$ cat config.mk
export PLATFORM = sky130hd
export DESIGN_NAME = scc_front
export DESIGN_NICKNAME = d
export VERILOG_FILES = /design/src/hdl/spike_cross_correlogram_unit_defines.svh /design/src/hdl/scc_pkg.sv /design/src/hdl/scc_front.sv
export SDC_FILE = /design/constraint.sdc
export NUM_CORES = 1
export LEC_CHECK = 0
export BUFFER_PORTS_ARGS = -buffer_cell sky130_fd_sc_hd__buf_2
export CORE_MARGIN = 5
export CORE_UTILIZATION = 55
export DETAILED_ROUTE_END_ITERATION = 6
export PLACE_DENSITY = 0.87
export SETUP_SLACK_MARGIN = 0.4
export SLEW_MARGIN = 20
export SYNTH_ARGS = -nofsm -noshare
export SYNTH_HDL_FRONTEND = slang
export SYNTH_SLANG_ARGS = --single-unit
$ cat constraint.sdc
create_clock -name clock -period 5.8 [get_ports clock]
set_input_delay 0.58 -clock clock [delete_from_list [all_inputs] [get_ports clock]]
set_output_delay 0.58 -clock clock [all_outputs]
set_load 0.01 [all_outputs]
$ cat src/hdl/spike_cross_correlogram_unit_defines.svh
// assertion macros for the spike cross-correlogram unit
`ifndef SPIKE_CROSS_CORRELOGRAM_UNIT_DEFINES_SVH
`define SPIKE_CROSS_CORRELOGRAM_UNIT_DEFINES_SVH
`ifndef ASSERT_OFF
`define SCC_ASSERT_IMPL(lbl, clk, rst, a, b) \
   lbl: assert property (@(posedge clk) disable iff (rst) (a) |-> (b)) else $error("assertion failed");
`define SCC_ASSERT_NEXT(lbl, clk, a, b) \
   lbl: assert property (@(posedge clk) (a) |=> (b)) else $error("assertion failed");
`else
`define SCC_ASSERT_IMPL(lbl, clk, rst, a, b)
`define SCC_ASSERT_NEXT(lbl, clk, a, b)
`endif
`endif

$ cat src/hdl/scc_pkg.sv
// shared types and constants of the spike cross-correlogram unit
package scc_pkg;
   localparam int MAX_UNITS     = 16;
   localparam int MAX_HALF_BINS = 31;
   localparam int WINDOW_DEPTH  = 64;
   localparam int TIME_BITS     = 40;
   localparam int NBINS_MAX     = 2 * MAX_HALF_BINS + 1;
   localparam int HIST_DEPTH    = MAX_UNITS * MAX_UNITS * NBINS_MAX;
   localparam int HIST_AW       = 14;
   localparam int WIN_AW        = 6;
   localparam int LAG_BITS      = 27;

   typedef enum logic [1:0] {
      FUNC_SPIKE = 2'd0,
      FUNC_READ  = 2'd1,
      FUNC_CLEAR = 2'd2,
      FUNC_NONE  = 2'd3
   } func_type;

   typedef enum logic [1:0] {
      ST_OK       = 2'd0,
      ST_BAD_UNIT = 2'd1,
      ST_BACKWARD = 2'd2,
      ST_OVERFLOW = 2'd3
   } status_type;

   typedef enum logic [1:0] {
      CSR_BIN_WIDTH  = 2'd0,
      CSR_HALF_BINS  = 2'd1,
      CSR_UNIT_COUNT = 2'd2,
      CSR_UNUSED     = 2'd3
   } csr_index_type;

   typedef enum logic [1:0] {
      KIND_RESULT,
      KIND_SPIKE,
      KIND_READ,
      KIND_CLEAR
   } kind_type;

   typedef struct packed {
      kind_type               kind;
      status_type             status;
      logic [TIME_BITS-1:0]   spike_time;
      logic [3:0]             unit;
      logic [HIST_AW-1:0]     read_index;
   } cmd_type;

   typedef struct packed {
      logic [19:0] width;
      logic [4:0]  half;
      logic [4:0]  units;
   } cfg_type;

   typedef struct packed {
      logic clearing;
      logic walking;
   } back_stat_type;
endpackage

$ cat src/hdl/scc_front.sv
// front end: configuration registers, item checks and time ordering
module scc_front import scc_pkg::*; (
   input  logic                 clock,
   input  logic                 reset,
   input  logic                 req_push,
   input  logic                 req_full,
   input  logic [1:0]           req_func,
   input  logic [TIME_BITS-1:0] req_spike_time,
   input  logic [7:0]           req_unit_id,
   input  logic [HIST_AW-1:0]   req_read_index,
   input  logic                 csr_valid,
   input  logic [1:0]           csr_index,
   input  logic [19:0]          csr_wdata,
   output logic                 cmd_push,
   output cmd_type              cmd_data,
   output cfg_type              cfg
);
   logic [19:0]          bw_ff;
   logic [4:0]           half_ff;
   logic [4:0]           uc_ff;
   logic [TIME_BITS-1:0] last_ff, last_in;
   logic [4:0]           uc_eff;
   logic                 unit_ok;

   always_comb begin
      if (uc_ff == 5'd0) uc_eff = 5'd1;
      else if (uc_ff > 5'(MAX_UNITS)) uc_eff = 5'(MAX_UNITS);
      else uc_eff = uc_ff;
      cfg.width = (bw_ff == 20'd0) ? 20'd1 : bw_ff;
      cfg.half  = half_ff;
      cfg.units = uc_eff;
   end

   assign unit_ok  = (req_unit_id != 8'd0) && (req_unit_id <= {3'd0, uc_eff});
   assign cmd_push = req_push && !req_full;

   always_comb begin
      cmd_data.kind       = KIND_RESULT;
      cmd_data.status     = ST_OK;
      cmd_data.spike_time = req_spike_time;
      cmd_data.unit       = 4'(req_unit_id - 8'd1);
      cmd_data.read_index = req_read_index;
      last_in             = last_ff;
      case (func_type'(req_func))
         FUNC_SPIKE: begin
            if (!unit_ok) cmd_data.status = ST_BAD_UNIT;
            else if (req_spike_time < last_ff) cmd_data.status = ST_BACKWARD;
            else begin
               cmd_data.kind = KIND_SPIKE;
               last_in       = req_spike_time;
            end
         end
         FUNC_READ:  cmd_data.kind = KIND_READ;
         FUNC_CLEAR: begin
            cmd_data.kind = KIND_CLEAR;
            last_in       = '0;
         end
         default:    cmd_data.kind = KIND_RESULT;
      endcase
   end

   always_ff @(posedge clock) begin
      if (reset) begin
         bw_ff   <= 20'd1;
         half_ff <= 5'd0;
         uc_ff   <= 5'(MAX_UNITS);
         last_ff <= '0;
      end else begin
         if (csr_valid) begin
            case (csr_index_type'(csr_index))
               CSR_BIN_WIDTH:  bw_ff   <= csr_wdata;
               CSR_HALF_BINS:  half_ff <= csr_wdata[4:0];
               CSR_UNIT_COUNT: uc_ff   <= csr_wdata[4:0];
               default: ;
            endcase
         end
         if (cmd_push) last_ff <= last_in;
      end
   end
endmodule

==> flow_metrics.py <==
metrics = {
    "floorplanning": {
        "die_h_um": 106,
        "die_w_um": 106,
        "die-area_mm2": 0.0112,
        "num_rows": 35,
        "start_util_pct": 55.6,
        "pin_count": 184,
        "fp.coreArea_mm2": 0.00911,
    },
    "logic_synthesis": {
        "yosysMostFrequentCell": "dfxtp_1",
        "synth_top_area_share_pct": 27.6,
        "synth_edf_count": 0,
        "synth_seq_area_share_pct": 27.6,
        "synth_common_cells": "70 x dfxtp_1, 54 x buf_4, 54 x nand2_1, 51 x clkbuf_1, 51 x inv_1",
        "ys_types": 46,
        "syn-cell-area_mm2": 0.00507,
        "synth_fp_nets": 809,
        "synth_top_area_cell": "dfxtp_1",
        "synth_flop_cell": "dfxtp_1",
        "ys_top_cells_by_area": "dfxtp_1 28%, ha_1 12%, buf_4 8.0%",
        "synthCells": 671,
        "synth_seq_cells": 70,
        "synthArstFlopShare_pct": 0,
        "yosysWarnings": 0,
        "synth_area_per_cell_um2": 7.55,
    },
    "timing": {
        "finClkSkew_ps": 4.30,
        "tightest_slew_ps": 985,
        "relSlewSlack_pct": 34.3,
        "whs_ps": 456,
        "period_needed_ps": 3620,
        "setup-violations-final": 0,
        "clock.fmax_ghz": 0.277,
        "post-route-period-util_pct": 62.4,
        "finalSetupTns_ps": 0,
        "report.final.hold_viol_count": 0,
        "rsz0062_at_grt": "no",
        "drv_slew": 0,
    },
    "worst_setup_path": {
        "crit_path_max_incr_delay_ps": 450,
        "crit_path_max_fanout": 42,
        "start_kind": "flop",
        "cp.arrival_ps": 3040,
        "critPathSlowestCell": "or4_1",
        "path_common_cell": "o21ai_1",
        "worstPathRequired_ps": 5220,
        "cp_num_buf_inv": 3,
        "crit_path_end_kind": "output port",
        "path_delay_family": "simple AND/OR/NAND/NOR gates",
        "worstPathCellList": "inv_1 -> nand2_1 -> ha_1 -> nor2b_1 -> o21a_1 -> o21ai_1 -> a21oi_2 -> or3b_1 -> buf_4 -> or4_1 -> o21ai_1 -> buf_2",
        "crit_type": "flop to output port",
    },
    "placement": {
        "place.gp.congestion": 0.857,
        "dpl.hpwl_um": 9920,
        "port_buffers": 155,
    },
    "global_route": {
        "gr-usage-all-layers_pct": 24.9,
        "use_met1_pct": 29.8,
        "grt-busiest-layer": "met2",
        "grt_pass1_wl_um": 23600,
        "grt_overflow": 0,
        "met3_usage_pct": 6.07,
        "grt_pass1_vias": 5151,
        "use_met2_pct": 43.3,
        "grt_max_degree": 55,
        "antenna_found_initial": 0,
    },
    "power_and_ir_drop": {
        "p_per_area_mw_per_mm2": 324,
        "ir_drop_mv": 0.204,
        "leakagePower_nw": 2.51,
    },
    "cells_and_area": {
        "nFillCells": 800,
        "final_layout_size_suffix_gt1_share_pct": 26.0,
        "final_nets": 860,
        "num_antenna_cells": 0,
        "area_growth_pct": 10.5,
        "fin_util_pct": 61.5,
    },
    "drt": {
        "via_per_inst": 6.32,
        "vias": 5297,
        "wirelength_um": 14700,
        "drc": 0,
        "first_pass_iters": 5,
        "wl_per_cell_um": 17.6,
        "antenna_left": 0,
        "drt_iter0_drc": 335,
    },
    "clock_tree": {
        "htreeDepth": 3,
        "cts_buffer_depth": 2,
        "cts_made_buffers": 9,
        "post_cts_buffers": 0,
        "cts_tree": "built",
        "clkTransAtPathRegs_ps": 90,
        "clk_latency_ps": 350,
        "cts_root_buf": "clkbuf_8",
        "cts_resized": 0,
        "cts_sinks": 70,
        "hold_buffers": 0,
    },
    "worst_hold_path": {
        "hold_class": "input port to flop",
    },
    "job": {
        "max-cap-violations": 0,
    },
    "status": {
        "status": "finished clean",
    },
}
[sequential cells by signal, indices dropped and copies added, names as in the netlist]
name	count
last_ff	40
bw_ff	20
half_ff	5
uc_ff	5
[layout by cell type (no fill, tap or decap), types with 40 or more instances in the layout]
cell type / n
buf_2: 155
inv_1: 51
ha_1: 47
nand2_1: 54
o21ai_1: 45
nand4_1: 46
nor3_1: 43
nand3_1: 45
dfxtp_1: 70
a32oi_1: 40
[area by class of cell]
cell class | count | area (um2) | share of cell area, %
Clock buffer | 9 | 124 | 2.21
Clock inverter | 7 | 80.1 | 1.43
Inverter | 52 | 195 | 3.49
Multi-Input combinational cell | 425 | 2820 | 50.3
Sequential cell | 70 | 1400 | 25.0
Tap cell | 111 | 139 | 2.48
Timing Repair Buffer | 164 | 843 | 15.1
[cells by family after synthesis]
group           count (synthesis)  synth area share [%]
simple gates                  224                  22.8
flops                          70                  27.6
buf+inv                       176                  17.3
compound gates                142                  18.3
fa+ha+maj                      47                  11.6
mux                            10                  1.97
xor+xnor                        2                 0.346
[stage by stage]
stage	std cells	worst slack, ps	power [mW]	area [um2]
floorplan	671	2800	1.20	5070
global placement	822	2410	1.34	5390
detailed placement	822	2360	1.39	5390
CTS	838	2170	1.81	5590
global route	838	1990	1.94	5600
finish	838	2180	1.82	5600
[layer usage]
metal	wire, um	part of all wire (%)
met1	5900	40
met2	7250	49
met3	1270	8.6
met4	327	2.2
met5	0	0
[tightest hold or removal path: cells and delay by family]
family	cells	cell delay, ps
buffers and inverters	1	90
AND/OR/NAND/NOR	1	50
AO/OA/AOI/OAI	1	50
[power by group]
part | switching [mW] | leakage [nW] | internal (mW)
sequential | 0.0553 | 0.571 | 0.589
combinational | 0.481 | 1.84 | 0.271
clock | 0.216 | 0.0968 | 0.204
[path summary, 6_finish.rpt]
kind / slack [ps] / cells after the start / end / startpoint
setup / recovery: 2180 / 12 / cmd_data[60] / uc_ff[4]
hold reg to reg: 480 / 2 / bw_ff[14] / bw_ff[14]
hold / removal: 460 / 3 / bw_ff[14] / csr_wdata[14]
setup reg to reg: 3070 / 10 / last_ff[17] / uc_ff[4]
Power figures use the tool's default switching activity.
