==> src/hdl/spike_cross_correlogram_unit_defines.svh <==
// assertion macros for the spike cross-correlogram unit
`ifndef SPIKE_CROSS_CORRELOGRAM_UNIT_DEFINES_SVH
`define SPIKE_CROSS_CORRELOGRAM_UNIT_DEFINES_SVH
`ifndef ASSERT_OFF
`define SCC_ASSERT_IMPL(lbl, clk, rst, a, b) \
   lbl: assert property (@(posedge clk) disable iff (rst) (a) |-> (b)) else $error("assertion failed");
`define SCC_ASSERT_NEXT(lbl, clk, a, b) \
   lbl: assert property (@(posedge clk) (a) |=> (b)) else $error("assertion failed");
`else
`define SCC_ASSERT_IMPL(lbl, clk, rst, a, b)
`define SCC_ASSERT_NEXT(lbl, clk, a, b)
`endif
`endif

==> src/hdl/scc_pkg.sv <==
// shared types and constants of the spike cross-correlogram unit
package scc_pkg;
   localparam int MAX_UNITS     = 16;
   localparam int MAX_HALF_BINS = 31;
   localparam int WINDOW_DEPTH  = 64;
   localparam int TIME_BITS     = 40;
   localparam int NBINS_MAX     = 2 * MAX_HALF_BINS + 1;
   localparam int HIST_DEPTH    = MAX_UNITS * MAX_UNITS * NBINS_MAX;
   localparam int HIST_AW       = 14;
   localparam int WIN_AW        = 6;
   localparam int LAG_BITS      = 27;

   typedef enum logic [1:0] {
      FUNC_SPIKE = 2'd0,
      FUNC_READ  = 2'd1,
      FUNC_CLEAR = 2'd2,
      FUNC_NONE  = 2'd3
   } func_type;

   typedef enum logic [1:0] {
      ST_OK       = 2'd0,
      ST_BAD_UNIT = 2'd1,
      ST_BACKWARD = 2'd2,
      ST_OVERFLOW = 2'd3
   } status_type;

   typedef enum logic [1:0] {
      CSR_BIN_WIDTH  = 2'd0,
      CSR_HALF_BINS  = 2'd1,
      CSR_UNIT_COUNT = 2'd2,
      CSR_UNUSED     = 2'd3
   } csr_index_type;

   typedef enum logic [1:0] {
      KIND_RESULT,
      KIND_SPIKE,
      KIND_READ,
      KIND_CLEAR
   } kind_type;

   typedef struct packed {
      kind_type               kind;
      status_type             status;
      logic [TIME_BITS-1:0]   spike_time;
      logic [3:0]             unit;
      logic [HIST_AW-1:0]     read_index;
   } cmd_type;

   typedef struct packed {
      logic [19:0] width;
      logic [4:0]  half;
      logic [4:0]  units;
   } cfg_type;

   typedef struct packed {
      logic clearing;
      logic walking;
   } back_stat_type;
endpackage

==> src/hdl/scc_queue.sv <==
// two-entry command queue between front and back end
module scc_queue import scc_pkg::*; (
   input  logic    clock,
   input  logic    reset,
   input  logic    push,
   input  cmd_type push_data,
   output logic    full,
   input  logic    pop,
   output logic    valid,
   output cmd_type pop_data
);
   cmd_type    slot_ff [2];
   logic       wr_ff, rd_ff;
   logic [1:0] count_ff;

   assign full     = count_ff == 2'd2;
   assign valid    = count_ff != 2'd0;
   assign pop_data = slot_ff[rd_ff];

   always_ff @(posedge clock) begin
      if (push) slot_ff[wr_ff] <= push_data;
   end

   always_ff @(posedge clock) begin
      if (reset) begin
         wr_ff    <= 1'b0;
         rd_ff    <= 1'b0;
         count_ff <= 2'd0;
      end else begin
         if (push) wr_ff <= !wr_ff;
         if (pop)  rd_ff <= !rd_ff;
         count_ff <= count_ff + 2'(push) - 2'(pop);
      end
   end
endmodule

==> config.mk <==
export PLATFORM = sky130hd
export DESIGN_NAME = scc_queue
export DESIGN_NICKNAME = d
export VERILOG_FILES = /design/src/hdl/spike_cross_correlogram_unit_defines.svh /design/src/hdl/scc_pkg.sv /design/src/hdl/scc_queue.sv
export SDC_FILE = /design/constraint.sdc
export NUM_CORES = 1
export LEC_CHECK = 0
export ABC_AREA = 1
export BUFFER_PORTS_ARGS = -buffer_cell sky130_fd_sc_hd__buf_2
export CORE_MARGIN = 3
export CORE_UTILIZATION = 52
export CTS_BUF_LIST = sky130_fd_sc_hd__clkbuf_16
export DETAILED_ROUTE_END_ITERATION = 16
export PLACE_DENSITY_LB_ADDON = 0.2
export SLEW_MARGIN = 20
export SYNTH_ARGS = -nofsm -noshare
export SYNTH_HDL_FRONTEND = slang
export SYNTH_SLANG_ARGS = --single-unit
==> constraint.sdc <==
create_clock -name clock -period 4.1 [get_ports clock]
set_clock_uncertainty 0.1 [all_clocks]
set_input_delay 0.41 -clock clock [delete_from_list [all_inputs] [get_ports clock]]
set_output_delay 0.41 -clock clock [all_outputs]
set_load 0.05 [all_outputs]
==> summary.txt, run 1 <==
Status = completed
Slew Viols, Final = 0
Die width = 104 um
Clock latency on the worst-skew pair = 0.40 ns
Core box area = 9280 um2
M3 GR Usage = 6.21%
Worst-path fanout max = 38
Final Hold Vio Count = 0
Critical setup path kind = reg -> out
Clk slew on worst S/H paths = 0.06 ns
Initial antenna violation count = 0
Leak Pwr = 2.61 nW
DIE AREA = 10,800 um2
Number of global-route vias before repair = 2,616
Mapped Area = 5000 um2
Hold-fix buffer count after cts = 0
Max Cap Viol = 0
Initial Util = 53.9%
TritonCTS clock tree = done
Worst hold-check path type = in -> reg
Clock sink count = 129
Vias per cell = 4.77
Maximum VDD drop = 0.372 mV
Yosys synthesis warning count = 0
#FFs+latches synth = 129
Post-layout power = 3.76 mW
Number of buffers added on ports = 129
First-pass GRT wire length = 12.9 mm
Startpoint Class = register
Gr usage total = 15.7%
Routed Antenna Nets = 0
Post-CTS Setup Bufs = 0
Seq/Total Area, Yosys = 76.4%
Via count = 2,433
DR DRC count = 0
Synth area leaders = edfxtp_1, mux2_4, buf_12
Slowest CP cell = dfxtp_4
Total Neg Setup Slack = 0 ns
CTS max path bufs = 2
Syn Area/Cell = 22.3 um2
Storage cell area = 3830 um2
Synth cell types = 14
DR pass1 iterations = 4
Max transition margin = 38.9%
Io pins = 130
Fin worst setup slack = 1.62 ns
Unrepaired setup endpoints after global routing = false
Final WL = 8.14 mm
Critical-path cell list = buf_16, mux2_4, buf_2
Power Density = 588 nW/um2
Congestion Overflow GR = 0
WHS = 0.0980 ns
Crit path DAT = 1.97 ns
Wire per inst = 16.0 um
Area of the multi-input gates = 1020 um2
Cts repair resizes = 0
Fillers = 669
Placer Congestion = 0.700
GRT busiest layer = met2
Largest net degree at the start of global routing = 52
CP bufs+invs = 2
Fmax = 403 MHz
Slowest stage delay, CP = 0.65 ns
CP endpoint kind = output port
Nets = 436
Synth area leader = edfxtp_1
Worst-Margin Slew = 0.915 ns
Post-synthesis instance total = 224
Post-route clock period utilization = 60.5%
Yosys top cell area share = 74.4%
Worst EP required = 3.59 ns
CTS H-tree lvls = 4
Final setup violation count = 0
Layout cell share with drive strength beyond 1 = 59.3%
Number of CTS-inserted buffers = 17
Delay-heaviest family, CP = flip-flops
Ant diodes = 0
Pre-CTS WS = 1.90 ns
Post-Syn Nets = 292
Initial detailed-routing violation count = 82
Dpl hpwl = 5.24 mm
Area grow syn2layout = 27.9%
Fin crit period = 2.48 ns
Die height = 104 um
Met1 usage = 17.1%
GR Util met2 = 27.9%
Row count = 35
Clock root buffer = clkbuf_16
[metal layers]
metal / vias up / part of all wire (%)
met4: 0 / 0.79
met5: - / 0
met3: 8 / 6.4
li1: 1155 / -
met1: 1190 / 39
met2: 80 / 54
[metrics by stage]
stage          area [um2]  instances  util (%)
2_1_floorplan        5000        224         -
3_3_place_gp         5700        477      61.4
3_5_place_dp         5730        478      61.7
4_1_cts              6400        510      68.9
5_1_grt              6400        510      68.9
6_report             6400        510      68.9
[layout make-up]
type,instances,area share [%]
Sequential cell,129,59.8
Multi-Input combinational cell,80,16.0
Clock buffer,17,6.65
Timing Repair Buffer,132,10.8
Clock inverter,15,3.77
Tap cell,129,2.52
Inverter,8,0.469
[power by group]
group,internal [mW],total (mW),leakage (nW),switching [mW]
registers,1.53,1.56,1.21,0.0323
logic,0.181,0.541,1.08,0.360
clock network,1.14,1.66,0.324,0.525
total,2.85,3.76,2.61,0.917
[cells in the mapped netlist, drive strengths merged]
cell type	instances
a21oi	1
inv	8
nand2	5
ha	2
xnor2	1
buf	7
nor2	7
nor3	1
dfxtp	5
edfxtp	124
nand3	1
mux2	62
[flip-flops by register name (all words and copies together) (netlist names), named ones only]
name and flops:
rd_ff 1, count_ff 2, slot_ff 124, wr_ff 1
[layout by cell type, fill, tap and decap left out, types with 2 or more instances in the layout]
master      instances
edfxtp_1          124
mux2_4             60
clkbuf_16          17
nand2_1             5
mux2_2              2
bufinv_16           6
clkinvlp_4          2
ha_1                2
buf_4               2
dfxtp_1             4
inv_1               9
clkinv_4            3
nor2_1              6
buf_2             129
[final timing paths]
check,startpoint,slack [ns],cells past startpoint,to
min,push_data[31],0.1,1,slot_ff[0][31]
max,register,1.62,3,pop_data[17]
max reg2reg,wr_ff,2.10,3,slot_ff[1][32]
min reg2reg,rd_ff,0.42,2,rd_ff
[cell families (layout without fill, tap and decap cells)]
family,after synthesis,after routing,synth area share (%)
xor gates and xnor gates,1,1,0.175
AOI/OAI and AO/OA,1,1,0.100
adders and majority gates,2,2,0.500
buffers and inverters,15,172,3.23
and+or+nand+nor,14,14,1.10
DFF,129,129,76.4
muxes,62,62,18.5
Note: power is estimated with default switching activity, not from simulation.
==> run 2: changes to the inputs <==
--- a/config.mk
+++ b/config.mk
@@ -8,7 +8,7 @@
 export ABC_AREA = 1
 export BUFFER_PORTS_ARGS = -buffer_cell sky130_fd_sc_hd__buf_2
 export CORE_MARGIN = 3
-export CORE_UTILIZATION = 52
+export CORE_UTILIZATION = 47
 export CTS_BUF_LIST = sky130_fd_sc_hd__clkbuf_16
 export DETAILED_ROUTE_END_ITERATION = 16
 export PLACE_DENSITY_LB_ADDON = 0.2
==> constraint.sdc (replaced) <==
create_clock -name clock -period 2 [get_ports clock]
set_clock_uncertainty 0.1 [all_clocks]
set_input_delay 0.2 -clock clock [delete_from_list [all_inputs] [get_ports clock]]
set_output_delay 0.2 -clock clock [all_outputs]
set_load 0.05 [all_outputs]
==> summary.txt, run 2 (synthesis results as in run 1) <==
Unrepaired setup endpoints after global routing = false
Max transition margin = 72.6%
Layout cell share with drive strength beyond 1 = 51.5%
Power Density = 1080 nW/um2
Maximum VDD drop = 0.552 mV
Initial Util = 48.5%
Congestion Overflow GR = 0
Final WL = 9.27 mm
Final Hold Vio Count = 0
Routed Antenna Nets = 0
Wire per inst = 15.7 um
Area after DPL = 5830 um2
Fmax = 525 MHz
Placer Congestion = 0.699
First-pass GRT wire length = 14.4 mm
TritonCTS clock tree = done
Worst hold-check path type = in -> reg
Row count = 37
Fin crit period = 1.90 ns
Number of CTS-inserted buffers = 17
Via count = 2,734
Initial detailed-routing violation count = 113
Post-route clock period utilization = 95.2%
Fillers = 700
Total Neg Setup Slack = 0 ns
Critical setup path kind = reg -> out
DR DRC count = 0
Number of buffers added on ports = 129
Worst-path fanout max = 8
CTS H-tree lvls = 4
Largest Register = slot_ff
R2R setup slack = 0.61 ns
Dpl hpwl = 5.78 mm
Leak Pwr = 2.91 nW
CP endpoint kind = output port
Clock sink count = 129
Largest net degree at the start of global routing = 39
Clock root buffer = clkbuf_16
Clock latency on the worst-skew pair = 0.40 ns
Worst-Margin Slew = 0.410 ns
DIE AREA = 11,900 um2
Largest regs = slot_ff: 124 flops, count_ff: 2 flops
DR pass1 iterations = 4
Crit path DAT = 1.60 ns
Vias per cell = 4.63
Die width = 109 um
Most frequent cells in the layout = buf_2, edfxtp_1, dlygate4sd3_1
Area grow syn2layout = 42.0%
Clk slew on worst S/H paths = 0.05 ns
Worst EP required = 1.70 ns
Io pins = 130
Slew Viols, Final = 0
Nets = 509
Die height = 109 um
Max Cap Viol = 0
Status = completed
Commonest non-fill, non-tap cell in the layout = buf_2
Core box area = 10,300 um2
Post-layout power = 7.66 mW
Final setup violation count = 0
Gr usage total = 16.6%
Cts repair resizes = 0
Max FFs per register = 124
CTS max path bufs = 2
Post-route cell area = 7110 um2
WHS = 0.00858 ns
Startpoint Class = register
Number of global-route vias before repair = 2,921
Initial antenna violation count = 1
==> run 2: report_power, final <==
part	switching (mW)	total [mW]	internal, mW
sequential	0.0461	3.18	3.13
clock	1.03	3.21	2.18
combinational	0.791	1.27	0.484
==> run 2: area by class of cell <==
cell class	instances	area [um2]	share of cell area (%)
sequential	129	3830	53.9
timing repair buffer	205	1420	20.0
multi-input combinational	80	1020	14.4
clock buffer	17	425	5.99
clock inverter	15	198	2.78
tap	136	170	2.39
inverter	8	33.8	0.475
antenna	1	2.50	0.0352
==> run 2: worst max-delay path: stages (launching register included) <==
cell,delay (ns)
dfxtp_4,0.44
buf_4,0.22
mux2_4,0.32
buf_2,0.21
==> run 2: final timing paths <==
kind                            startpoint             end  depth (start not counted)
worst max-delay path              register    pop_data[21]                          3
worst min-delay path                   pop           rd_ff                          3
worst max register to register       wr_ff  slot_ff[1][42]                          3
worst min register to register       rd_ff           rd_ff                          2
==> run 2: per-stage QoR <==
stage          utilization (%)  worst slack, ns  instances
5_1_grt                   68.8           0.0384        591
4_1_cts                   68.8           0.0723        590
6_report                  68.8           0.0965        591
2_1_floorplan                -            0.182        224
3_3_place_gp              56.4            0.367        492
3_5_place_dp              56.4            0.340        492
==> run 2: per-layer routing <==
layer / track usage (%) / part of all wire (%) / up-vias
li1: - / - / 1302
met1: 20.3 / 43 / 1319
met3: 5.62 / 6.8 / 11
met4: 6.85 / 1.1 / 0
met2: 26.9 / 49 / 102
met5: 0 / 0 / -
==> run 2: timing repair <==
item | in CTS | in global routing
setup buffers | 3 | 0
endpoints found under the setup margin | 50 | 0
hold buffers | 63 | 0
hold endpoints to repair | 129 | 0
==> run 3: changes to the inputs <==
--- a/config.mk
+++ b/config.mk
@@ -5,7 +5,7 @@
 export SDC_FILE = /design/constraint.sdc
 export NUM_CORES = 1
 export LEC_CHECK = 0
-export ABC_AREA = 1
+export ABC_AREA = 0
 export BUFFER_PORTS_ARGS = -buffer_cell sky130_fd_sc_hd__buf_2
 export CORE_MARGIN = 3
 export CORE_UTILIZATION = 47
==> summary.txt, run 3 <==
Routed Antenna Nets = 0
Largest net degree at the start of global routing = 40
Post-layout power = 7.52 mW
GR Util met2 = 26.3%
Max Cap Viol = 0
Met1 usage = 19.0%
Yosys top cell area share = 74.5%
Most frequent cells in the layout = buf_2, edfxtp_1, dlygate4sd3_1
M3 GR Usage = 5.80%
Worst EP required = 1.70 ns
TritonCTS clock tree = done
Vias per cell = 4.59
Commonest non-fill, non-tap cell in the layout = buf_2
Io pins = 130
GRT busiest layer = met2
Number of buffers added on ports = 129
DR pass1 iterations = 4
Final Hold Vio Count = 0
Maximum VDD drop = 0.735 mV
Synth area leader = edfxtp_1
Initial detailed-routing violation count = 87
WHS = 0.425 ns
Total Neg Setup Slack = 0 ns
Post-synth EDFFs = 124
Slowest CP cell = dfxtp_4
Fraction of registers with async set/reset = 0%
Area grow syn2layout = 41.6%
Startpoint Class = register
Via count = 2,666
Power Density = 1060 nW/um2
Die height = 109 um
Initial antenna violation count = 0
Wire per inst = 15.1 um
Seq/Total Area, Yosys = 76.5%
Area after DPL = 5820 um2
Ant diodes = 0
Delay-heaviest family, CP = buffers and inverters
Pre-CTS WS = 0.373 ns
Commonest cells in the netlist = edfxtp_1, mux2_4, buf_12, dfxtp_1, nor2_1
Yosys synthesis warning count = 0
Row count = 37
Clock sink count = 129
Fin worst setup slack = 0.126 ns
Status = completed
Max FFs per register = 124
Critical-path cell list = buf_4, mux2_4, buf_2
Number of CTS-inserted buffers = 17
Congestion Overflow GR = 0
Post-route clock period utilization = 93.7%
Largest Register = slot_ff
CP bufs+invs = 2
Die width = 109 um
Gr usage total = 15.8%
Dpl hpwl = 5.34 mm
Critical setup path kind = reg -> out
Cts repair resizes = 0
Syn Area/Cell = 23.4 um2
First-pass GRT wire length = 13.9 mm
Initial Util = 48.4%
Synth cell types = 14
Worst hold-check path type = reg -> reg
Post-Syn Nets = 282
Clock root buffer = clkbuf_16
#FFs+latches synth = 129
Synth area leaders = edfxtp_1, mux2_4, buf_12
Fin crit period = 1.87 ns
Layout cell share with drive strength beyond 1 = 52.1%
Post-route cell area = 7080 um2
Final setup violation count = 0
Slowest stage delay, CP = 0.42 ns
DIE AREA = 11,900 um2
Worst-Margin Slew = 0.424 ns
Leak Pwr = 2.87 nW
Post-synthesis instance total = 214
CP endpoint kind = output port
Unrepaired setup endpoints after global routing = false
Clock latency on the worst-skew pair = 0.40 ns
Nets = 500
Mapped Area = 5000 um2
Final WL = 8.75 mm
Core box area = 10,300 um2
Largest regs = slot_ff: 124 flops, count_ff: 2 flops
Worst-path fanout max = 8
Placer Congestion = 0.655
CTS H-tree lvls = 4
Most frequent cell after synthesis = edfxtp_1
DR DRC count = 0
Slew Viols, Final = 0
Max transition margin = 71.7%
Most used DFF post-synth = edfxtp_1
Fmax = 534 MHz
Clk slew on worst S/H paths = 0.05 ns
Fillers = 690
CTS max path bufs = 2
Number of global-route vias before repair = 2,887
Crit path DAT = 1.57 ns
==> run 3: changes by cell type after synthesis, sizes merged, moves of 3 or more <==
cell	previous run	this run
inv	8	2
nand2	5	0
nor2b	0	3
nor2	7	4
==> run 3: repair_timing <==
| action | in CTS | in global routing |
|---|---|---|
| hold buffers | 66 | 0 |
| setup endpoints to repair | 50 | 0 |
| buffers inserted | 2 | 0 |
| endpoints found under the hold margin | 129 | 0 |
==> run 3: worst min-delay path, stage by stage (launching register included) <==
cell,delay (ns)
dfxtp_1,0.33
xnor2_1,0.08
nor2_1,0.08
==> run 3: cell type report <==
type | count | area (um2) | share of cell area [%]
sequential | 129 | 3830 | 54.1
inverter | 2 | 7.51 | 0.106
tap | 136 | 170 | 2.40
clock buffer | 17 | 425 | 6.01
clock inverter | 15 | 150 | 2.12
multi-input combinational | 76 | 1040 | 14.7
timing repair buffer | 206 | 1450 | 20.5
==> run 3: worst paths after layout <==
path	from	end	slack [ns]	cells past startpoint
hold / removal	rd_ff	rd_ff	0.42	2
hold reg to reg	rd_ff	rd_ff	0.42	2
setup / recovery	register	pop_data[30]	0.13	3
setup reg to reg	count_ff[0]	count_ff[1]	0.52	6
==> run 3: cells by family after synthesis <==
kind of cell             Yosys count  synth area share [%]
XOR/XNOR                           3                 0.801
adder cells (fa/ha/maj)            2                 0.501
buffers and inverters              9                  2.78
flip-flops                       129                  76.5
multiplexers                      62                  18.5
AND/OR/NAND/NOR                    9                 0.927
==> run 3: stage by stage <==
step | cells | utilization, %
global placement | 481 | 56.4
detailed placement | 481 | 56.4
finish | 581 | 68.5
CTS | 581 | 68.5
global route | 581 | 68.5
floorplan | 214 | -
==> run 3: metal layers <==
| metal | share of wire (%) | vias to the layer above |
|---|---|---|
| met4 | 0.78 | 0 |
| li1 | - | 1287 |
| met1 | 42 | 1279 |
| met2 | 50 | 94 |
| met3 | 7.3 | 6 |
| met5 | 0 | - |
==> run 3: power by group <==
part | leakage (nW) | total, mW | switching [mW] | internal [mW]
logic | 1.39 | 1.37 | 0.842 | 0.529
registers | 1.21 | 3.21 | 0.0552 | 3.16
clock network | 0.277 | 2.93 | 1.01 | 1.92
total | 2.87 | 7.52 | 1.91 | 5.61
